===== config.mk =====
export PLATFORM = sky130hd
export DESIGN_NAME = first_whole_word_deleter
export DESIGN_NICKNAME = d
export VERILOG_FILES = /design/src/sv/fwwd_pkg.sv /design/src/sv/first_whole_word_deleter.sv /design/src/sv/fwwd_dp.sv /design/src/sv/fwwd_ctrl.sv
export SDC_FILE = /design/constraint.sdc
export NUM_CORES = 1
export LEC_CHECK = 0
export ABC_AREA = 1
export BUFFER_PORTS_ARGS = -buffer_cell sky130_fd_sc_hd__buf_2
export CORE_MARGIN = 1.5
export CORE_UTILIZATION = 32
export DETAILED_ROUTE_END_ITERATION = 6
export PLACE_DENSITY = 0.51
export SYNTH_ARGS = -nofsm -noshare
export SYNTH_HDL_FRONTEND = slang
export SYNTH_SLANG_ARGS = --single-unit

===== constraint.sdc =====
create_clock -name clk_i -period 3.7 [get_ports clk_i]
set_clock_uncertainty 0.05 [all_clocks]
set_input_delay 1.11 -clock clk_i [delete_from_list [all_inputs] [get_ports clk_i]]
set_output_delay 1.11 -clock clk_i [all_outputs]
set_load 0.01 [all_outputs]

===== src/sv/fwwd_pkg.sv =====
`timescale 1ns / 1ps

package fwwd_pkg;

  // Longest word the block can hold as a candidate.
  localparam int unsigned MAX_WORD = 16;

  // Fixed widths of the register file and the text bytes.
  localparam int unsigned CFG_W     = 64;
  localparam int unsigned CHAR_W    = 8;
  localparam int unsigned LEN_W     = 5;
  localparam int unsigned REG_IDX_W = 2;

  // Register indexes of the configuration port.
  localparam logic [REG_IDX_W-1:0] REG_CHARS_LOW  = 2'd0;
  localparam logic [REG_IDX_W-1:0] REG_CHARS_HIGH = 2'd1;
  localparam logic [REG_IDX_W-1:0] REG_LENGTH     = 2'd2;

  // Source of the next result loaded into the output register.
  typedef enum logic [1:0] {
    LD_NONE,
    LD_NOW,
    LD_HELD,
    LD_CHAR
  } load_sel_e;

  typedef struct packed {
    logic      accept;
    load_sel_e load;
  } ctrl_cmd_t;

  typedef struct packed {
    logic rel_nz;
    logic item_now;
    logic emit_q;
    logic final_held;
  } ctrl_stat_t;

endpackage


===== src/sv/first_whole_word_deleter.sv =====
`timescale 1ns / 1ps
// A byte that passes straight through is loaded into the output register when it is accepted.
// Throughput: one byte per cycle while bytes pass through or extend a candidate match and the output is free.
// A byte that fails a candidate ties up the input while it is accepted, while each held
// byte is released in arrival order, and while the byte itself is sent after them.
// Reset (rst_ni low, asynchronous) clears the stream state and sets the word to length one.

module first_whole_word_deleter #(
  parameter int unsigned MaxWord = fwwd_pkg::MAX_WORD
) (
  input  logic                           clk_i,
  input  logic                           rst_ni,
  // Configuration write port.
  input  logic                           cfg_we_i,
  input  logic [fwwd_pkg::REG_IDX_W-1:0] cfg_idx_i,
  input  logic [fwwd_pkg::CFG_W-1:0]     cfg_wdata_i,
  // Input text stream.
  input  logic                           in_valid_i,
  output logic                           in_ready_o,
  input  logic [fwwd_pkg::CHAR_W-1:0]    in_char_i,
  input  logic                           in_last_i,
  // Output text stream.
  output logic                           out_valid_o,
  input  logic                           out_ready_i,
  output logic [fwwd_pkg::CHAR_W-1:0]    out_char_o,
  output logic                           has_char_o,
  output logic                           out_last_o,
  output logic                           deleted_o,
  output logic                           word_error_o
);

  // The controller sequences each input transaction: bytes that pass straight
  // through, or the marker that closes a text, go to the output register at once.
  // When a candidate fails, the held bytes are released one per cycle while the output
  // register is free, followed by the byte that broke the candidate, and input is stalled meanwhile.
  fwwd_pkg::ctrl_cmd_t  cmd;
  fwwd_pkg::ctrl_stat_t stat;

  fwwd_ctrl u_ctrl (
    .clk_i       (clk_i),
    .rst_ni      (rst_ni),
    .in_valid_i  (in_valid_i),
    .in_ready_o  (in_ready_o),
    .out_valid_o (out_valid_o),
    .out_ready_i (out_ready_i),
    .cmd_o       (cmd),
    .stat_i      (stat)
  );

  // The datapath keeps the word registers, the candidate bytes and the match
  // state, decides per byte what to release, and owns the output payload.
  fwwd_dp #(
    .MaxWord (MaxWord)
  ) u_dp (
    .clk_i        (clk_i),
    .rst_ni       (rst_ni),
    .cfg_we_i     (cfg_we_i),
    .cfg_idx_i    (cfg_idx_i),
    .cfg_wdata_i  (cfg_wdata_i),
    .in_char_i    (in_char_i),
    .in_last_i    (in_last_i),
    .cmd_i        (cmd),
    .stat_o       (stat),
    .out_char_o   (out_char_o),
    .has_char_o   (has_char_o),
    .out_last_o   (out_last_o),
    .deleted_o    (deleted_o),
    .word_error_o (word_error_o)
  );

endmodule


===== src/sv/fwwd_dp.sv =====
`timescale 1ns / 1ps

module fwwd_dp #(
  parameter int unsigned MaxWord = fwwd_pkg::MAX_WORD
) (
  input  logic                             clk_i,
  input  logic                             rst_ni,
  input  logic                             cfg_we_i,
  input  logic [fwwd_pkg::REG_IDX_W-1:0]   cfg_idx_i,
  input  logic [fwwd_pkg::CFG_W-1:0]       cfg_wdata_i,
  input  logic [fwwd_pkg::CHAR_W-1:0]      in_char_i,
  input  logic                             in_last_i,
  input  fwwd_pkg::ctrl_cmd_t              cmd_i,
  output fwwd_pkg::ctrl_stat_t             stat_o,
  output logic [fwwd_pkg::CHAR_W-1:0]      out_char_o,
  output logic                             has_char_o,
  output logic                             out_last_o,
  output logic                             deleted_o,
  output logic                             word_error_o
);

  localparam int unsigned CntW  = $clog2(MaxWord + 1);
  localparam int unsigned IdxW  = (MaxWord > 1) ? $clog2(MaxWord) : 1;
  localparam int unsigned LenW  = fwwd_pkg::LEN_W;
  localparam int unsigned CharW = fwwd_pkg::CHAR_W;
  localparam int unsigned CfgW  = fwwd_pkg::CFG_W;

  function automatic logic is_delim(input logic [CharW-1:0] c);
    return (c >= 8'd9 && c <= 8'd13) || c == 8'd32 ||
           (c >= 8'd33 && c <= 8'd47) || (c >= 8'd58 && c <= 8'd64) ||
           (c >= 8'd91 && c <= 8'd96) || (c >= 8'd123 && c <= 8'd126);
  endfunction

  // Configuration registers.
  logic [CfgW-1:0] chars_lo_q, chars_hi_q;
  logic [LenW-1:0] wlen_q;

  // Stream state.
  logic [CntW-1:0]  held_cnt_q;
  logic             at_start_q, skip_q, done_q;
  logic [CharW-1:0] held_q [MaxWord];

  // Facts of the accepted byte kept for the release sequence.
  logic [CntW-1:0]  rel_q;
  logic [IdxW-1:0]  idx_q;
  logic             emit_q, last_q, del_q, err_q;
  logic [CharW-1:0] char_q;

  // Output register.
  logic [CharW-1:0] out_char_q;
  logic             has_q, out_last_q, deleted_q, werr_q;

  logic [2*CfgW-1:0] word;
  logic [LenW-1:0]   len5, hc_ext;
  logic [CntW-1:0]   len, hc_d, rel;
  logic [CharW-1:0]  wbyte;
  logic              err, dl, flush, emit, wr_held, restart;
  logic              start_d, skip_d, done_d, final_held;

  always_comb begin
    word   = {chars_hi_q, chars_lo_q};
    len5   = (wlen_q > LenW'(MaxWord)) ? LenW'(MaxWord) : wlen_q;
    len    = CntW'(len5);
    err    = 1'b0;
    for (int i = 0; i < 16; i++) begin
      if (LenW'(i) < len5 && is_delim(word[i*8 +: 8])) begin
        err = 1'b1;
      end
    end
    hc_ext = LenW'(held_cnt_q);
    wbyte  = word[{hc_ext[3:0], 3'b000} +: 8];
    dl     = is_delim(in_char_i);

    flush   = 1'b0;
    emit    = 1'b0;
    wr_held = 1'b0;
    restart = 1'b0;
    rel     = held_cnt_q;
    hc_d    = held_cnt_q;
    start_d = at_start_q;
    skip_d  = skip_q;
    done_d  = done_q;

    if (done_q || err) begin
      flush = 1'b1;
      emit  = 1'b1;
    end else if (skip_q || !at_start_q) begin
      flush   = 1'b1;
      emit    = 1'b1;
      restart = 1'b1;
    end else if (held_cnt_q == len) begin
      if (dl) begin
        emit   = 1'b1;
        hc_d   = '0;
        done_d = 1'b1;
      end else begin
        flush   = 1'b1;
        emit    = 1'b1;
        restart = 1'b1;
      end
    end else if (held_cnt_q < len && in_char_i == wbyte) begin
      wr_held = 1'b1;
      hc_d    = held_cnt_q + CntW'(1);
      if (in_last_i) begin
        if (hc_d == len) begin
          hc_d   = '0;
          done_d = 1'b1;
        end else begin
          flush = 1'b1;
          rel   = held_cnt_q + CntW'(1);
        end
      end
    end else begin
      flush   = 1'b1;
      emit    = 1'b1;
      restart = 1'b1;
    end

    if (restart) begin
      start_d = dl;
      skip_d  = !dl;
    end
    if (flush) begin
      hc_d = '0;
    end

    final_held = (CntW'(idx_q) == rel_q - CntW'(1));

    stat_o.rel_nz     = flush && (rel != '0);
    stat_o.item_now   = emit || in_last_i;
    stat_o.emit_q     = emit_q;
    stat_o.final_held = final_held;
  end

  always_ff @(posedge clk_i or negedge rst_ni) begin
    if (!rst_ni) begin
      chars_lo_q <= '0;
      chars_hi_q <= '0;
      wlen_q     <= LenW'(1);
      held_cnt_q <= '0;
      at_start_q <= 1'b1;
      skip_q     <= 1'b0;
      done_q     <= 1'b0;
      rel_q      <= '0;
      idx_q      <= '0;
      emit_q     <= 1'b0;
      last_q     <= 1'b0;
      del_q      <= 1'b0;
      err_q      <= 1'b0;
    end else begin
      if (cfg_we_i) begin
        unique case (cfg_idx_i)
          fwwd_pkg::REG_CHARS_LOW:  chars_lo_q <= cfg_wdata_i;
          fwwd_pkg::REG_CHARS_HIGH: chars_hi_q <= cfg_wdata_i;
          fwwd_pkg::REG_LENGTH:     wlen_q     <= cfg_wdata_i[LenW-1:0];
          default: ;
        endcase
      end
      if (cmd_i.accept) begin
        // The final byte of a text returns the stream state to its start.
        held_cnt_q <= in_last_i ? '0 : hc_d;
        at_start_q <= in_last_i || start_d;
        skip_q     <= !in_last_i && skip_d;
        done_q     <= !in_last_i && done_d;
        rel_q      <= flush ? rel : '0;
        idx_q      <= '0;
        emit_q     <= emit;
        last_q     <= in_last_i;
        del_q      <= done_d;
        err_q      <= err;
      end else if (cmd_i.load == fwwd_pkg::LD_HELD) begin
        idx_q <= idx_q + IdxW'(1);
      end
    end
  end

  // Candidate bytes and payload registers carry no reset.
  always_ff @(posedge clk_i) begin
    if (cmd_i.accept) begin
      char_q <= in_char_i;
      if (wr_held) begin
        held_q[held_cnt_q[IdxW-1:0]] <= in_char_i;
      end
    end
    case (cmd_i.load)
      fwwd_pkg::LD_NOW: begin
        out_char_q <= emit ? in_char_i : '0;
        has_q      <= emit;
        out_last_q <= in_last_i;
        deleted_q  <= in_last_i && done_d;
        werr_q     <= in_last_i && err;
      end
      fwwd_pkg::LD_HELD: begin
        out_char_q <= held_q[idx_q];
        has_q      <= 1'b1;
        out_last_q <= last_q && final_held && !emit_q;
        deleted_q  <= last_q && final_held && !emit_q && del_q;
        werr_q     <= last_q && final_held && !emit_q && err_q;
      end
      fwwd_pkg::LD_CHAR: begin
        out_char_q <= char_q;
        has_q      <= 1'b1;
        out_last_q <= last_q;
        deleted_q  <= last_q && del_q;
        werr_q     <= last_q && err_q;
      end
      default: ;
    endcase
  end

  assign out_char_o   = out_char_q;
  assign has_char_o   = has_q;
  assign out_last_o   = out_last_q;
  assign deleted_o    = deleted_q;
  assign word_error_o = werr_q;

`ifndef NO_ASSERTIONS
  a_held_bound: assert property (@(posedge clk_i) disable iff (!rst_ni)
    held_cnt_q <= CntW'(MaxWord))
    else $error("held byte count exceeds the word capacity");

  a_release_index: assert property (@(posedge clk_i) disable iff (!rst_ni)
    cmd_i.load == fwwd_pkg::LD_HELD |-> CntW'(idx_q) < rel_q)
    else $error("release index beyond the held bytes");
`endif

endmodule


===== src/sv/fwwd_ctrl.sv =====
`timescale 1ns / 1ps

module fwwd_ctrl (
  input  logic                 clk_i,
  input  logic                 rst_ni,
  input  logic                 in_valid_i,
  output logic                 in_ready_o,
  output logic                 out_valid_o,
  input  logic                 out_ready_i,
  output fwwd_pkg::ctrl_cmd_t  cmd_o,
  input  fwwd_pkg::ctrl_stat_t stat_i
);

  typedef enum logic [1:0] {
    S_RUN,
    S_FLUSH,
    S_CHAR
  } state_e;

  state_e              state_q, state_d;
  logic                out_valid_q, out_valid_d;
  logic                slot_free, accept;
  fwwd_pkg::load_sel_e load;

  always_comb begin
    slot_free  = !out_valid_q || out_ready_i;
    in_ready_o = (state_q == S_RUN) && slot_free;
    accept     = in_valid_i && in_ready_o;
    state_d    = state_q;
    load       = fwwd_pkg::LD_NONE;
    unique case (state_q)
      S_RUN: begin
        if (accept) begin
          if (stat_i.rel_nz) begin
            state_d = S_FLUSH;
          end else if (stat_i.item_now) begin
            load = fwwd_pkg::LD_NOW;
          end
        end
      end
      S_FLUSH: begin
        if (slot_free) begin
          load = fwwd_pkg::LD_HELD;
          if (stat_i.final_held) begin
            state_d = stat_i.emit_q ? S_CHAR : S_RUN;
          end
        end
      end
      S_CHAR: begin
        if (slot_free) begin
          load    = fwwd_pkg::LD_CHAR;
          state_d = S_RUN;
        end
      end
      default: state_d = S_RUN;
    endcase
    out_valid_d  = (load != fwwd_pkg::LD_NONE) || (out_valid_q && !out_ready_i);
    cmd_o.accept = accept;
    cmd_o.load   = load;
  end

  always_ff @(posedge clk_i or negedge rst_ni) begin
    if (!rst_ni) begin
      state_q     <= S_RUN;
      out_valid_q <= 1'b0;
    end else begin
      state_q     <= state_d;
      out_valid_q <= out_valid_d;
    end
  end

  assign out_valid_o = out_valid_q;

`ifndef NO_ASSERTIONS
  a_load_free: assert property (@(posedge clk_i) disable iff (!rst_ni)
    cmd_o.load != fwwd_pkg::LD_NONE |-> (!out_valid_q || out_ready_i))
    else $error("output register overwritten while occupied");

  a_enter_flush: assert property (@(posedge clk_i) disable iff (!rst_ni)
    accept && stat_i.rel_nz |=> state_q == S_FLUSH)
    else $error("held bytes to release but no release sequence");

  a_char_pending: assert property (@(posedge clk_i) disable iff (!rst_ni)
    state_q == S_CHAR |-> stat_i.emit_q)
    else $error("trailing byte state without a byte to send");
`endif

endmodule


## After elaboration in Yosys (flattened, before gate mapping)

Memory sizes are Yosys's and may differ from the RTL's.
Index checks and enable logic that the tools add are counted.

| word-level totals | value |
|---|---|
| register bits | 177 |
| latch bits | 0 |
| memory bits (writable) | 128 |
| bits in read-only memories | 0 |
| memories kept | 1 |

Memories:

| name | depth | bits a word | read ports | clocked after memory_dff | write ports | RTL line | source |
|---|---|---|---|---|---|---|---|
| u_dp.held_q | 16 | 8 | 1 | 0 | 1 | fwwd_dp.sv:41 | `logic [CharW-1:0] held_q [MaxWord];` |

| operators by class | value |
|---|---|
| add/subtract/negate cells | 3 |
| $mul | 0 |
| divide/modulo/power cells | 0 |
| magnitude comparators | 188 |
| eq/ne operators | 36 |
| shift-type cells | 1 |
| mux-type cells | 82 |
| bitwise logic cells | 0 |
| reductions and logical operators | 227 |

Operators by type and width:

| cell | number |
|---|---|
| 8-bit by 7-bit less-or-equal comparator with 1-bit output (second input constant) | 51 |
| 8-bit by 6-bit >= comparator with 1-bit output (second input constant) | 34 |
| 8-bit by 7-bit >= comparator with 1-bit output (second input constant) | 34 |
| 8-bit by 6-bit equality test with 1-bit output (second input constant) | 17 |
| 8-bit by 4-bit >= comparator with 1-bit output (second input constant) | 17 |
| 8-bit by 4-bit less-or-equal comparator with 1-bit output (second input constant) | 17 |
| 8-bit by 6-bit less-or-equal comparator with 1-bit output (second input constant) | 17 |
| 128-bit by 8-bit variable part select with 8-bit output | 1 |
| 1-bit logical AND | 116 |
| 1-bit logical OR | 91 |
| 5-bit 2-to-1 mux | 15 |
| 1-bit 2-to-1 mux | 47 |
| 4-bit by 5-bit less-than comparator with 1-bit output (first input constant) | 8 |
| 8-bit one-hot mux with 3 select lines | 1 |
| 3-bit by 5-bit less-than comparator with 1-bit output (first input constant) | 4 |
| 2-bit 2-to-1 mux | 10 |
| 2-bit one-hot mux with 3 select lines | 2 |
| 5-bit equality test | 2 |
| 1-bit by 5-bit less-than comparator with 1-bit output (first input constant) | 2 |
| 2-bit by 5-bit less-than comparator with 1-bit output (first input constant) | 2 |
| 5-bit AND reduction | 2 |
| 1-bit one-hot mux with 3 select lines | 3 |
| 2-bit equality test (second input constant) | 4 |
| 8-bit equality test | 1 |
| 22 further kinds | 39 |

## Longest topological paths before layout

Gate-level depths: netlist of run 1.

| depth | value |
|---|---|
| word-level depth | 34 |
| depth in mapped cells | 25 |
| gate-level depth less buffers | 24 |

## Hierarchy

From an unflattened synthesis of run 1, not the netlist that was laid out.

| second synthesis, totals | value |
|---|---|
| cell total of the unflattened synthesis | 2,037 |
| area total of the unflattened synthesis | 16,126.7 µm² |

Modules (own cells, without submodules):

| module | instances | cells an instance | area an instance (µm²) |
|---|---|---|---|
| fwwd_dp | 1 | 1,999 | 15,859.0 |
| fwwd_ctrl | 1 | 38 | 267.8 |

## Least setup slack after synthesis of run 1

OpenSTA, ideal clock, no wires.

| timing | value |
|---|---|
| path type | register -> register |
| start point | register u_dp.wlen_q[2] |
| end point | register u_dp.deleted_q (netlist: u_dp.deleted_o) (enable) |
| setup time | 0.361 ns |
| data arrival time | 2.897 ns |
| data required time | 3.289 ns |
| path slack | 0.392 ns |
| cell stages (with the launch flop) | 24 |
| path buffers | 1 |
| period minus slack after synthesis | 3.308 ns |
| path through | dfrtp_1 -> buf_2 -> nor3_1 -> nand2_1 -> nand2_1 -> nand2_1 -> ha_1 -> nand2_1 -> nor2_1 -> nand2_1 -> nand3_1 -> nor2_1 -> nand2_1 -> nor2_1 -> nand3_1 -> nor2_4 -> nand4_4 -> nand2_1 -> nand2_1 -> nor2_1 -> nand3_1 -> nand2_1 -> nand3_1 -> nand3_1 |

| between the ends | value |
|---|---|
| cells in the longest elaborated chain, start to end | 29 |
| elaborated cells between the ends (all ways) | 82 |

Ends and longest elaborated chain:

| element | RTL line | source |
|---|---|---|
| from (decl) | fwwd_dp.sv:36 | `logic [LenW-1:0] wlen_q;` |
| from (signal assigned) | fwwd_dp.sv:139 | `wlen_q <= LenW'(1);` |
| from (signal assigned) | fwwd_dp.sv:155 | `fwwd_pkg::REG_LENGTH: wlen_q <= cfg_wdata_i[LenW-1:0];` |
| 5-bit greater-than comparator | fwwd_dp.sv:62 | `len5 = (wlen_q > LenW'(MaxWord)) ? LenW'(MaxWord) : wlen_q;` |
| 5-bit 2-to-1 mux * | fwwd_dp.sv:62 |  |
| 1-bit by 5-bit less-than comparator with 1-bit output | fwwd_dp.sv:66 | `if (LenW'(i) < len5 && is_delim(word[i*8 +: 8])) begin` |
| 1-bit logical AND | fwwd_dp.sv:66 |  |
| 1-bit 2-to-1 mux (16 in a row) | fwwd_dp.sv:66 |  |
| 1-bit logical OR | fwwd_dp.sv:84 | `if (done_q \|\| err) begin` |
| 5-bit 2-to-1 mux / 1-bit 2-to-1 mux (equally long branches) | fwwd_dp.sv:84 |  |
| 5-bit nonzero test / 1-bit logical OR (equally long branches) | fwwd_dp.sv:129, fwwd_dp.sv:130 |  |
| 1-bit logical AND / 1-bit 2-to-1 mux (equally long branches) | fwwd_dp.sv:129, fwwd_ctrl.sv:36 |  |
| 2-bit 2-to-1 mux * | fwwd_ctrl.sv:34 | `if (stat_i.rel_nz) begin` |
| 2-bit 2-to-1 mux * | fwwd_ctrl.sv:33 | `if (accept) begin` |
| 2-bit one-hot mux with 3 select lines * | fwwd_ctrl.sv:31 | `unique case (state_q)` |
| 2-bit by 1-bit equality test with 1-bit output / 2-bit equality test (equally long branches) | fwwd_dp.sv:185 | `case (cmd_i.load)` |
| 3-bit nonzero test (no source line) * | -- |  |
| to (signal assigned) | fwwd_dp.sv:190 | `deleted_q <= in_last_i && done_d;` |
| to (signal assigned) | fwwd_dp.sv:197 | `deleted_q <= last_q && final_held && !emit_q && del_q;` |
| to (signal assigned) | fwwd_dp.sv:204 | `deleted_q <= last_q && del_q;` |
| to (decl) | fwwd_dp.sv:51 | `logic has_q, out_last_q, deleted_q, werr_q;` |

Every way passes the cells marked *; elsewhere a longest branch is shown, timed or not.
A chain may end at the register's enable or synchronous reset.

## Worst setup path in the final report of run 1

| timing | value |
|---|---|
| start point | register u_dp.held_cnt_q[0] (netlist: u_dp.hc_ext[0]) |
| end point | memory u_dp.held_q[5][7] (netlist name) (enable) |

| between the ends | value |
|---|---|
| cells in the longest elaborated chain, start to end | 10 |
| elaborated cells between the ends (all ways) | 12 |

Ends and longest elaborated chain:

| element | RTL line | source |
|---|---|---|
| from (decl) | fwwd_dp.sv:39 | `logic [CntW-1:0] held_cnt_q;` |
| from (signal assigned) | fwwd_dp.sv:161 | `held_cnt_q <= in_last_i ? '0 : hc_d;` |
| 128-bit by 8-bit variable part select with 8-bit output | fwwd_dp.sv:71 | `wbyte = word[{hc_ext[3:0], 3'b000} +: 8];` |
| 8-bit equality test | fwwd_dp.sv:101 | `end else if (held_cnt_q < len && in_char_i == wbyte) begin` |
| 1-bit logical AND | fwwd_dp.sv:101 |  |
| 1-bit 2-to-1 mux | fwwd_dp.sv:101 |  |
| 1-bit 2-to-1 mux | fwwd_dp.sv:91 | `end else if (held_cnt_q == len) begin` |
| 1-bit 2-to-1 mux | fwwd_dp.sv:87 | `end else if (skip_q \|\| !at_start_q) begin` |
| 1-bit 2-to-1 mux | fwwd_dp.sv:84 |  |
| 1-bit 2-to-1 mux | fwwd_dp.sv:181 | `if (wr_held) begin` |
| 1-bit 2-to-1 mux | fwwd_dp.sv:179 | `if (cmd_i.accept) begin` |
| 1-bit 2-to-1 mux (implied by the code) | fwwd_dp.sv:182 | `held_q[held_cnt_q[IdxW-1:0]] <= in_char_i;` |
| to (decl) | fwwd_dp.sv:41 |  |

Several ways; a longest one is shown, not always the timed one.

==> metrics.txt, run 1 <==
outcome completed; worst endpoint required time 3.91 ns; async set-reset flop share out of synthesis 0.515; Filler Cell Count 5,074; reg2reg path depth 16; Final Cycle Share 0.926; launching element type of the critical path flip-flop; cells after synthesis 1,959; type of the tightest min-delay check flip-flop to flip-flop; CP max FO 19; Max Cap Violations 0; Setup CP Type flip-flop to flip-flop; ys flop type dfrtp_1; GR peak layer met2; Worst-path clk slew 0.06 ns; Pre-antenna DRT Iters 5; drt total wl 47,700 um; ANT cells 0; worst r2r src u_dp.hc_ext[0]; Unique masters post-synth 52; post-route ant nets 0; grt ovf 0; initial antenna violation count 0; area of the multi-input gates 6260 um^2; Slew headroom 0.421; CTS Buf Count 35; Max Slew Vio Count 0; met3 Usage GRT 0.0291; Row Count 81; most frequent cell after synthesis nand2_1; crit path launch u_dp.hc_ext[0]; H-tree level count 2; crit-path max cell delay 0.46 ns; Area Overhead vs Synth 16.5%; largest net degree at the start of global routing 73; residual DRC count 0; via density per instance 4.96; routing usage on met1 0.259; Setup crit end kind flip-flop; Yosys warnings 0; Slew @ Worst Pin 0.869 ns; Yosys reg bits 305; Max Buffers Root-to-Sink 3; worst hold slack 0.432 ns; Mapped Nets 2,050; Post-synth EDFFs 148; Clock Root Buffer clkbuf_16; post-synth top area share 0.280; arrival time worst endpoint 3.64 ns; WHS Endpoint u_dp.chars_hi_q[23]; Sequential cell area 8380 um^2; via count 13,700; Top-Level Pins 94; cell area after layout 18,500 um^2; core area 49,000 um^2; Max Freq 0.292 GHz; fin util 0.378; Area after DPL 17,400 um^2; # setup viols final 0; crit path buf inv count 3; Syn Area/Cell 8.11 um^2; critical path's slowest cell dfrtp_2; R2R setup slack 0.27 ns; unrepaired setup endpoints after global routing no; top cells by count, synth nand2_1, inv_1, o21ai_0; ratio of cells with drive above 1 in the final layout 0.116; Finished Layout Cells 2,755; Synth area leaders edfxtp_1, dfrtp_1, nand2_1; crit-path cells inv_4, buf_12, nor2_1, o21ai_0, nand2_1, nand2_1, nor3_1, nor2_2, and2_1, nand4_1, nor2_1, nand3_1, nor2_2, nand2_1, nor2_1, buf_4; final hold vios 0; Die Height 226 um; M2 GR Usage 0.315; # hold bufs at CTS 0; clk sink count 305; TritonCTS clock tree yes; Leak 8.38 nW; Power, Total 10.7 mW; hold_sp u_dp.chars_hi_q[23]; final worst setup slack 0.274 ns; r2r endpoint u_dp.held_q[5][7]; hold path depth 2; Post-Syn Area 15,900 um^2; gr usage total 0.191; pwr dens 578 nW/um^2; die span in x 226 um; family with the most delay on the worst path simple AND/OR/NAND/NOR gates; Final GP Congestion 0.880; fin nets 2,161; post-synthesis sequential area ratio 0.527; initial cell density of the core 0.324; first-pass GRT wire length 75,300 um; PortBufs 93; worst setup slack after placement 0.169 ns; die area 51,000 um^2; DPL Wire Length 35,100 um; Fin Setup TNS 0 ns; vias in the first global route 13,200; crit path time final 3.43 ns; Worst-Skew Late Latency 0.56 ns; Peak VDD IR 0.282 mV; initial DRC count 1,109; Avg WL per Cell 17.3 um; leading area contributor after synthesis edfxtp_1; Cells after DPL 2,693
==> kinds of logic (layout without fill, tap and decap cells) <==
kind of cell               count (synthesis)  count (layout)  share of synthesized area
buffers and inverters                    325             457                     0.0821
AOI/OAI and AO/OA                        389             389                      0.139
adders and majority gates                 11              11                    0.00866
DFF                                      305             305                      0.527
and+or+nand+nor                          922             922                      0.239
xor gates and xnor gates                   7               7                    0.00386
==> area by class of cell <==
cell class,count,area share
Inverter,241,0.0493
Timing Repair Buffer,158,0.0579
Sequential cell,305,0.453
Clock inverter,9,0.00493
Clock buffer,49,0.0523
Multi-Input combinational cell,1329,0.338
Tap cell,664,0.0449
==> report_power, final <==
group	total (mW)	switching (mW)	internal [mW]
sequential	4.35	0.364	3.99
combinational	3.10	2.07	1.03
clock	3.25	1.41	1.84
total	10.7	3.84	6.86
==> worst max-delay path by stage <==
stage	end	cells after the start	slack (ns)
final	u_dp.held_q[5][7]	16	0.27
after global routing	u_dp.held_q[5][2]	19	0.003
after CTS	u_dp.out_char_o[2]	20	0.20
after detailed placement	u_dp.out_char_o[7]	13	0.17
after global placement	u_dp.out_char_o[7]	20	0.21
after floorplan	u_dp.deleted_o	23	0.39
==> state kept, by name (all words and copies together), names as in the netlist, 2 cells and up <==
signal	count
u_dp.hc_ext	5
u_dp.idx_q	4
u_dp.chars_lo_q	64
u_dp.out_char_o	8
u_dp.char_q	8
u_dp.held_q	128
u_dp.rel_q	5
u_ctrl.state_q	2
u_dp.chars_hi_q	64
u_dp.wlen_q	5
==> worst register-to-register path: cells and delay by family (launching register included) <==
| family | cells | cell delay [ns] |
|---|---|---|
| simple gates | 12 | 1.64 |
| buf+inv | 3 | 0.56 |
| flops | 1 | 0.46 |
| compound gates | 1 | 0.43 |
==> per-layer routing <==
metal,part of all wire,wire [um],vias to the layer above
met4,0.023,1120,0
li1,-,-,6723
met3,0.049,2320,76
met2,0.47,22400,379
met5,0,0,-
met1,0.46,21800,6495
==> cell usage in the layout, fill, tap and decap left out, types with 16 or more instances in the layout <==
| cell | n |
|---|---|
| buf_2 | 92 |
| a21oi_1 | 101 |
| nor3_1 | 25 |
| a221oi_1 | 30 |
| nand4_1 | 19 |
| nor2_1 | 133 |
| nand2_1 | 596 |
| edfxtp_1 | 148 |
| buf_4 | 56 |
| o211ai_1 | 16 |
| inv_1 | 231 |
| nand3_1 | 118 |
| o21ai_0 | 200 |
| dfrtp_1 | 152 |
| clkbuf_16 | 35 |
==> repair_timing <==
item	4_1_cts	5_1_grt
setup buffers	0	4
gates resized for setup	0	7
endpoints found under the setup margin	0	103
endpoints found under the hold margin	0	0
(Power assumes the default switching activity.)
==> run 2, diff against run 1 <==
--- a/config.mk
+++ b/config.mk
@@ -7,7 +7,6 @@
 export LEC_CHECK = 0
 export ABC_AREA = 1
 export BUFFER_PORTS_ARGS = -buffer_cell sky130_fd_sc_hd__buf_2
-export CORE_MARGIN = 1.5
 export CORE_UTILIZATION = 32
 export DETAILED_ROUTE_END_ITERATION = 6
 export PLACE_DENSITY = 0.51
==> constraint.sdc (replaced) <==
create_clock -name clk_i -period 4.4 [get_ports clk_i]
set_clock_uncertainty 0.05 [all_clocks]
set_input_delay 1.32 -clock clk_i [delete_from_list [all_inputs] [get_ports clk_i]]
set_output_delay 1.32 -clock clk_i [all_outputs]
set_load 0.01 [all_outputs]
==> run 2 against run 1 <==
Die area fell by 0.88%. Routed wire length fell by 0.87%. Critical path type unchanged. Highest routed layer unchanged. Non-clock buffer count fell by 21. Combinational power fell by 21%. Flip-flop and latch count did not move. Via count fell by 1.2%. Clock-buffer cell count fell by 2. Critical path depth rose by 7. Fmax fell by 8.4%. Sequential power fell by 15%. Sequential share of layout area rose by 0.45 points. Cell count fell by 0.54%.
==> metrics.txt, run 2 (synthesis gave the netlist of run 1 again) <==
gr usage total 0.188; Final Cycle Share 0.850; # setup viols final 0; drt total wl 47,300 um; CTS Buf Count 36; Setup crit end kind flip-flop; Clock Root Buffer clkbuf_16; Max Slew Vio Count 0; Peak VDD IR 0.224 mV; clk sink count 305; DPL Wire Length 34,500 um; Max Buffers Root-to-Sink 3; commonest non-fill, non-tap cell in the layout nand2_1; via count 13,500; initial cell density of the core 0.324; Final GP Congestion 0.894; Area after DPL 17,200 um^2; Row Count 81; fin util 0.374; Setup CP Type flip-flop to flip-flop; H-tree level count 2; Worst-path clk slew 0.05 ns; pwr dens 491 nW/um^2; initial antenna violation count 0; Worst-Skew Late Latency 0.57 ns; ANT cells 0; crit path time final 3.74 ns; worst endpoint required time 4.60 ns; post-route ant nets 0; Slew @ Worst Pin 0.886 ns; largest net degree at the start of global routing 103; vias in the first global route 12,800; Fin Setup TNS 0 ns; worst hold slack 0.433 ns; Avg WL per Cell 17.2 um; first-pass GRT wire length 73,200 um; initial DRC count 930; Pre-antenna DRT Iters 6; die span in x 225 um; TritonCTS clock tree yes; die area 50,500 um^2; final hold vios 0; Area Overhead vs Synth 15.4%; # Post-CTS Setup Buffers 0; hold_sp u_dp.chars_hi_q[23]; Max Cap Violations 0; Max Freq 0.267 GHz; arrival time worst endpoint 3.94 ns; Leak 8.28 nW; most frequent cells in the layout nand2_1, inv_1, o21ai_0, dfrtp_1, edfxtp_1; cell area after layout 18,300 um^2; core area 49,000 um^2; PortBufs 93; number of flip-flops in the largest register 128; Slew headroom 0.409; # hold bufs at CTS 0; launching element type of the critical path flip-flop; residual DRC count 0; crit path launch u_dp.wlen_q[3]; ratio of cells with drive above 1 in the final layout 0.105; unrepaired setup endpoints after global routing no; Power, Total 8.99 mW; via density per instance 4.93; grt ovf 0; type of the tightest min-delay check flip-flop to flip-flop; Die Height 225 um; outcome completed; fin nets 2,141; Top-Level Pins 94; worst r2r src u_dp.wlen_q[3]; Filler Cell Count 5,114; cts repair resizes 0; CP max FO 12
run 2: power breakdown:
group          switching [mW]  internal [mW]  total, mW
clock                    1.20           1.63       2.84
sequential              0.343           3.36       3.70
combinational            1.67          0.788       2.46
total                    3.21           5.78       8.99
run 2: through the flow:
stage / setup WS, ns / instances
3_5_place_dp: 0.646 / 2676
3_3_place_gp: 0.665 / 2676
6_report: 0.661 / 2740
4_1_cts: 0.705 / 2740
5_1_grt: 0.265 / 2740
2_1_floorplan: 1.09 / 1959
run 2: area by class of cell:
class	instances	area, um^2	share of cell area
multi-input cells	1329	6230	0.340
inverters	241	912	0.0498
clock buffers	47	972	0.0531
repair buffers	137	840	0.0458
well taps	664	831	0.0453
clock inverters	17	163	0.00888
flip-flops and latches	305	8380	0.457
run 2: metal layers:
layer  up-vias  share of wire  track usage  wire length, um
li1       6664              -            -                -
met3        59          0.048       0.0278             2250
met2       355           0.47        0.307            22100
met1      6432           0.47        0.259            22000
met4         0          0.020       0.0505              930
met5         -              0            0                0
run 2: path summary, 6_finish.rpt:
kind	to	slack, ns	depth (start not counted)
hold / removal	u_dp.chars_hi_q[23]	0.43	2
max in group asynchronous	u_dp.chars_hi_q[35]	2.79	2
min in group asynchronous	u_dp.last_q	0.62	1
setup reg to reg	u_dp.out_char_o[0]	0.66	23
setup / recovery	u_dp.out_char_o[0]	0.66	23
hold reg to reg	u_dp.chars_hi_q[23]	0.43	2
run 2: critical path: stages (launching register included):
cell	delay, ns
dfrtp_1	0.45
nor3_1	0.32
nand2_1	0.09
nand2_1	0.08
nand2_1	0.10
ha_1	0.29
nand2_1	0.08
nor2_1	0.05
nand2_1	0.16
nand3_1	0.10
nor2_1	0.10
nand2_1	0.06
nor2_1	0.10
nand3_1	0.13
nor2_4	0.23
nand4_4	0.15
nand2_1	0.09
nand2_1	0.07
nor2_1	0.11
nand3_1	0.08
nand2_1	0.11
nand3_1	0.11
nand3_1	0.10
buf_4	0.22
